`src/mvsm_ram.sv`:
```
`timescale 1ns / 1ps
// ----------------------------------------------------------------------------
// Generic simple dual-port RAM
// One write port and one read port; read data is registered.
// ----------------------------------------------------------------------------
module mvsm_ram #(
    parameter int WIDTH = 16,
    parameter int DEPTH = 256
) (
    input  logic                                      clk,
    input  logic                                      we,
    input  logic [((DEPTH > 1) ? $clog2(DEPTH) : 1)-1:0] waddr,
    input  logic [WIDTH-1:0]                          wdata,
    input  logic [((DEPTH > 1) ? $clog2(DEPTH) : 1)-1:0] raddr,
    output logic [WIDTH-1:0]                          rdata
);

    logic [WIDTH-1:0] mem [DEPTH];

    always_ff @(posedge clk)
    begin
        if (we)
        begin
            mem[waddr] <= wdata;
        end
        rdata <= mem[raddr];
    end

endmodule

```
`config.mk`:
```
export PLATFORM = sky130hd
export DESIGN_NAME = mvsm_ram
export DESIGN_NICKNAME = d
export VERILOG_FILES = /design/src/mvsm_ram.sv
export SDC_FILE = /design/constraint.sdc
export NUM_CORES = 2
export LEC_CHECK = 0
export BUFFER_PORTS_ARGS = -buffer_cell sky130_fd_sc_hd__buf_2
export CAP_MARGIN = 15
export CELL_PAD_IN_SITES_DETAIL_PLACEMENT = 1
export CELL_PAD_IN_SITES_GLOBAL_PLACEMENT = 2
export CORE_MARGIN = 2
export CORE_UTILIZATION = 46
export CTS_CLUSTER_SIZE = 8
export DETAILED_ROUTE_END_ITERATION = 10
export GPL_ROUTABILITY_DRIVEN = 0
export PLACE_DENSITY_LB_ADDON = 0.1
export SYNTH_ARGS = -nofsm -noshare
export SYNTH_HDL_FRONTEND = slang
export SYNTH_SLANG_ARGS = --single-unit
export TNS_END_PERCENT = 20
```
`constraint.sdc`:
```
create_clock -name clk -period 2.8 [get_ports clk]
set_input_delay 0.56 -clock clk [delete_from_list [all_inputs] [get_ports clk]]
set_output_delay 0.56 -clock clk [all_outputs]
set_load 0.005 [all_outputs]
```
==> impl_metrics.py <==
metrics = {
    "timing": {
        "finalClockSkew_ns": 0.0333,
        "rsz0062_at_grt": "yes",
        "max_freq_ghz": 0.340,
        "fin_ws_ns": -0.143,
        "tightest_slew_ns": 1.19,
        "finalCritPeriodShare": 1.05,
        "min_period_ns": 2.94,
        "fin_setup_tns_ns": -0.158,
        "relSlewSlack": 0.203,
        "drv_slew": 0,
        "hold_viol": 0,
        "setup_viol": 2,
    },
    "grt": {
        "grt_max_degree": 128,
        "first_global_vias": 86940,
        "grt_overflow": 0,
        "grt_usage": 0.276,
        "antenna_found_initial": 32,
        "grt_pass1_wl_mm": 676,
    },
    "pwr": {
        "leakagePower_nw": 62.4,
        "p_total_w": 0.139,
        "irDropWorstVdd_mv": 0.630,
        "power_density_mw_per_mm2": 730,
    },
    "synth": {
        "yosys_warnings": 0,
        "synth_nets": 7394,
        "synth-edff-count": 4096,
        "syn_inst": 7360,
        "syn-cell-area_sq_mm": 0.159,
        "syn_avg_cell_area_sq_um": 21.6,
        "synth_fa_ha_area_frac": 0,
        "synth-simple-area-share": 0.0157,
        "ys_seq_area_frac": 0.777,
        "synth-main-ff-cell": "edfxtp_1",
        "synth_compound_area_frac": 0.0354,
        "synth-xor-area-share": 0,
        "synthMuxAreaShare": 0.155,
        "ys_async_sr_fraction": 0,
        "ys_types": 52,
        "ys_ff_latch": 4112,
        "synth_top_family_by_area": "multiplexers",
    },
    "final_layout": {
        "drive_above_1_share": 0.326,
        "final_common_cell": "edfxtp_1",
        "area_delta_synth_final_pct": 20.2,
        "final_cells": 13370,
        "layout_common_cells": "4096 x edfxtp_1, 854 x buf_4, 797 x mux4_2",
        "fin_util": 0.556,
        "n_fill_cell": 29227,
        "stdcell_area_sq_mm": 0.191,
        "fin_nets": 8708,
    },
    "placed_design": {
        "dp_hpwl_mm": 300,
        "place_area_sq_mm": 0.174,
        "portBuffers": 49,
        "placed_cells": 12631,
    },
    "floorplanning": {
        "die_h_um": 591,
        "die_w_um": 591,
        "top_level_ports": 50,
        "die-area_sq_mm": 0.350,
        "coreArea_sq_mm": 0.343,
        "floorplan.rows": 215,
        "initial_core_util": 0.462,
    },
    "critical_path": {
        "r2r_cells": 8,
        "crit_path_start": "raddr[0]",
        "critPathMaxStageDelay_ns": 0.51,
        "crit_fanout": 25,
        "reg2reg_to": "rdata[12]",
        "regToRegSetupSlack_ns": 0.12,
        "crit_arrival_ns": 3.88,
        "path_cells": "buf_12 -> buf_4 -> buf_12 -> buf_16 -> buf_16 -> buf_12 -> buf_16 -> buf_6 -> mux2i_1 -> o221ai_1 -> buf_4 -> o22ai_1 -> a21oi_2 -> buf_4 -> nand4_1 -> nor4_1",
        "critical_path.endpoint_type": "flip-flop",
        "critical_path_class": "in2reg",
        "crit_slowest_cell": "nand4_1",
        "required_ns": 3.74,
        "r2r_start": "mem[11][12]",
        "start_kind": "primary input",
    },
    "cts": {
        "cts.path.max_buffers": 4,
        "clkLatencyLatePin_ns": 1.05,
        "h-tree-depth": 6,
        "root_buffer": "clkbuf_16",
        "numCtsBuffers": 585,
        "clock_sinks": 4112,
        "clk_pin_slew_ns": 0.05,
        "tritoncts": "built",
    },
    "routing": {
        "dr.first_iter.drc_count": 9038,
        "drtAntennaViolNets": 0,
        "routed_wl_mm": 480,
        "viasPerCell": 6.15,
        "dr_total_vias": 82280,
        "first_pass_iters": 5,
        "drcViolationCount": 0,
        "post_drt_wl_per_cell_um": 35.9,
    },
    "min_path": {
        "min_to": "mem[208][7]",
        "holdPathStages": 1,
        "holdCritPathClass": "in2reg",
        "min-delay-start": "wdata[7]",
    },
    "job": {
        "drv_cap": 0,
    },
    "outcome": {
        "violations": "negative setup slack",
        "outcome": "finished, violations left",
    },
}
-- state kept, by name, indices dropped and copies added, names as in the netlist --
signal / cells
mem: 4096
rdata: 16
-- Yosys cell counts (2+ instances only) --
library cell | number | area share
nand4b_1 | 3 | 0.00017
or3_1 | 2 | 0.000079
buf_8 | 11 | 0.0010
a2111oi_0 | 6 | 0.00033
a221oi_1 | 28 | 0.0015
inv_1 | 3 | 0.000071
buf_6 | 77 | 0.0055
and3_1 | 11 | 0.00043
dfxtp_1 | 16 | 0.0020
nand4_1 | 26 | 0.0010
and4_1 | 2 | 0.00011
mux2i_1 | 565 | 0.036
or2_2 | 4 | 0.00016
a21o_1 | 2 | 0.000095
a21oi_1 | 175 | 0.0055
a22oi_1 | 43 | 0.0020
a31oi_1 | 6 | 0.00024
nor3_1 | 92 | 0.0029
buf_1 | 27 | 0.00064
nand2b_1 | 3 | 0.00012
buf_4 | 26 | 0.0012
a22o_1 | 32 | 0.0018
buf_2 | 76 | 0.0024
nor2b_1 | 9 | 0.00035
o32ai_1 | 20 | 0.0011
nor4bb_1 | 2 | 0.00013
buf_12 | 5 | 0.00063
clkbuf_1 | 230 | 0.0054
o21ai_0 | 37 | 0.0012
a211oi_1 | 18 | 0.00085
nor4_1 | 17 | 0.00067
o221ai_1 | 252 | 0.014
o31ai_1 | 16 | 0.00076
mux2_2 | 88 | 0.0062
nor2_1 | 304 | 0.0072
nand2_1 | 38 | 0.00090
nand3_1 | 35 | 0.0011
mux4_2 | 797 | 0.11
o22ai_1 | 148 | 0.0058
edfxtp_1 | 4096 | 0.77
-- per-layer routing --
metal	up-vias	part of all wire	track usage	wire length [um]
li1	33763	-	-	-
met2	3106	0.49	0.450	234000
met4	2	0.032	0.0886	15500
met5	-	0.000019	0	9
met1	44750	0.41	0.386	199000
met3	659	0.066	0.0403	31900
-- per-stage QoR --
step	setup WS, ns	hold WS [ns]
2_1_floorplan	0.0750	0.659
3_3_place_gp	-1.78	0.903
3_5_place_dp	-1.72	0.908
4_1_cts	-0.118	0.00434
5_1_grt	-0.170	0.0490
6_report	-0.143	0.0477
-- how the worst max path moves through the flow --
stage,to,cells after the start
2_1_floorplan,mem[235][0],6
3_3_place_gp,rdata[7],12
3_5_place_dp,rdata[7],12
4_1_cts,rdata[7],16
5_1_grt,rdata[7],16
6_report,rdata[7],16
-- timing repair --
item,in CTS,in global routing
hold buffers,11,0
setup buffers,0,0
cloned,2,0
gates resized for setup,29,22
pin swaps,3,1
setup endpoints to repair,9,13
endpoints found under the hold margin,168,0
-- power breakdown --
part / internal, W / switching (W) / total [W]
Combinational: 0.00295 / 0.00461 / 0.00756
Sequential: 0.0680 / 0.000134 / 0.0681
Clock: 0.0380 / 0.0255 / 0.0636
Total: 0.109 / 0.0303 / 0.139
-- layout make-up --
type / instances / area (sq um) / share of cell area
Sequential cell: 4112 / 123000 / 0.646
Multi-Input combinational cell: 2792 / 33300 / 0.175
Clock buffer: 661 / 15200 / 0.0798
Timing Repair Buffer: 1179 / 12300 / 0.0645
Tap cell: 4557 / 5700 / 0.0299
Clock inverter: 50 / 833 / 0.00437
Antenna cell: 15 / 37.5 / 0.000197
Inverter: 4 / 27.5 / 0.000144
-- worst max-delay path: cells and delay by family --
family	cells	cell delay (ns)
buffers and inverters	10	1.81
AO/OA/AOI/OAI	3	0.43
AND/OR/NAND/NOR	2	0.85
multiplexers	1	0.10
-- cells by family after synthesis --
group | count (synthesis)
flip-flops | 4112
multiplexers | 1450
AO/OA/AOI/OAI | 786
AND/OR/NAND/NOR | 556
buffers and inverters | 456
Power figures use the tool's default switching activity.
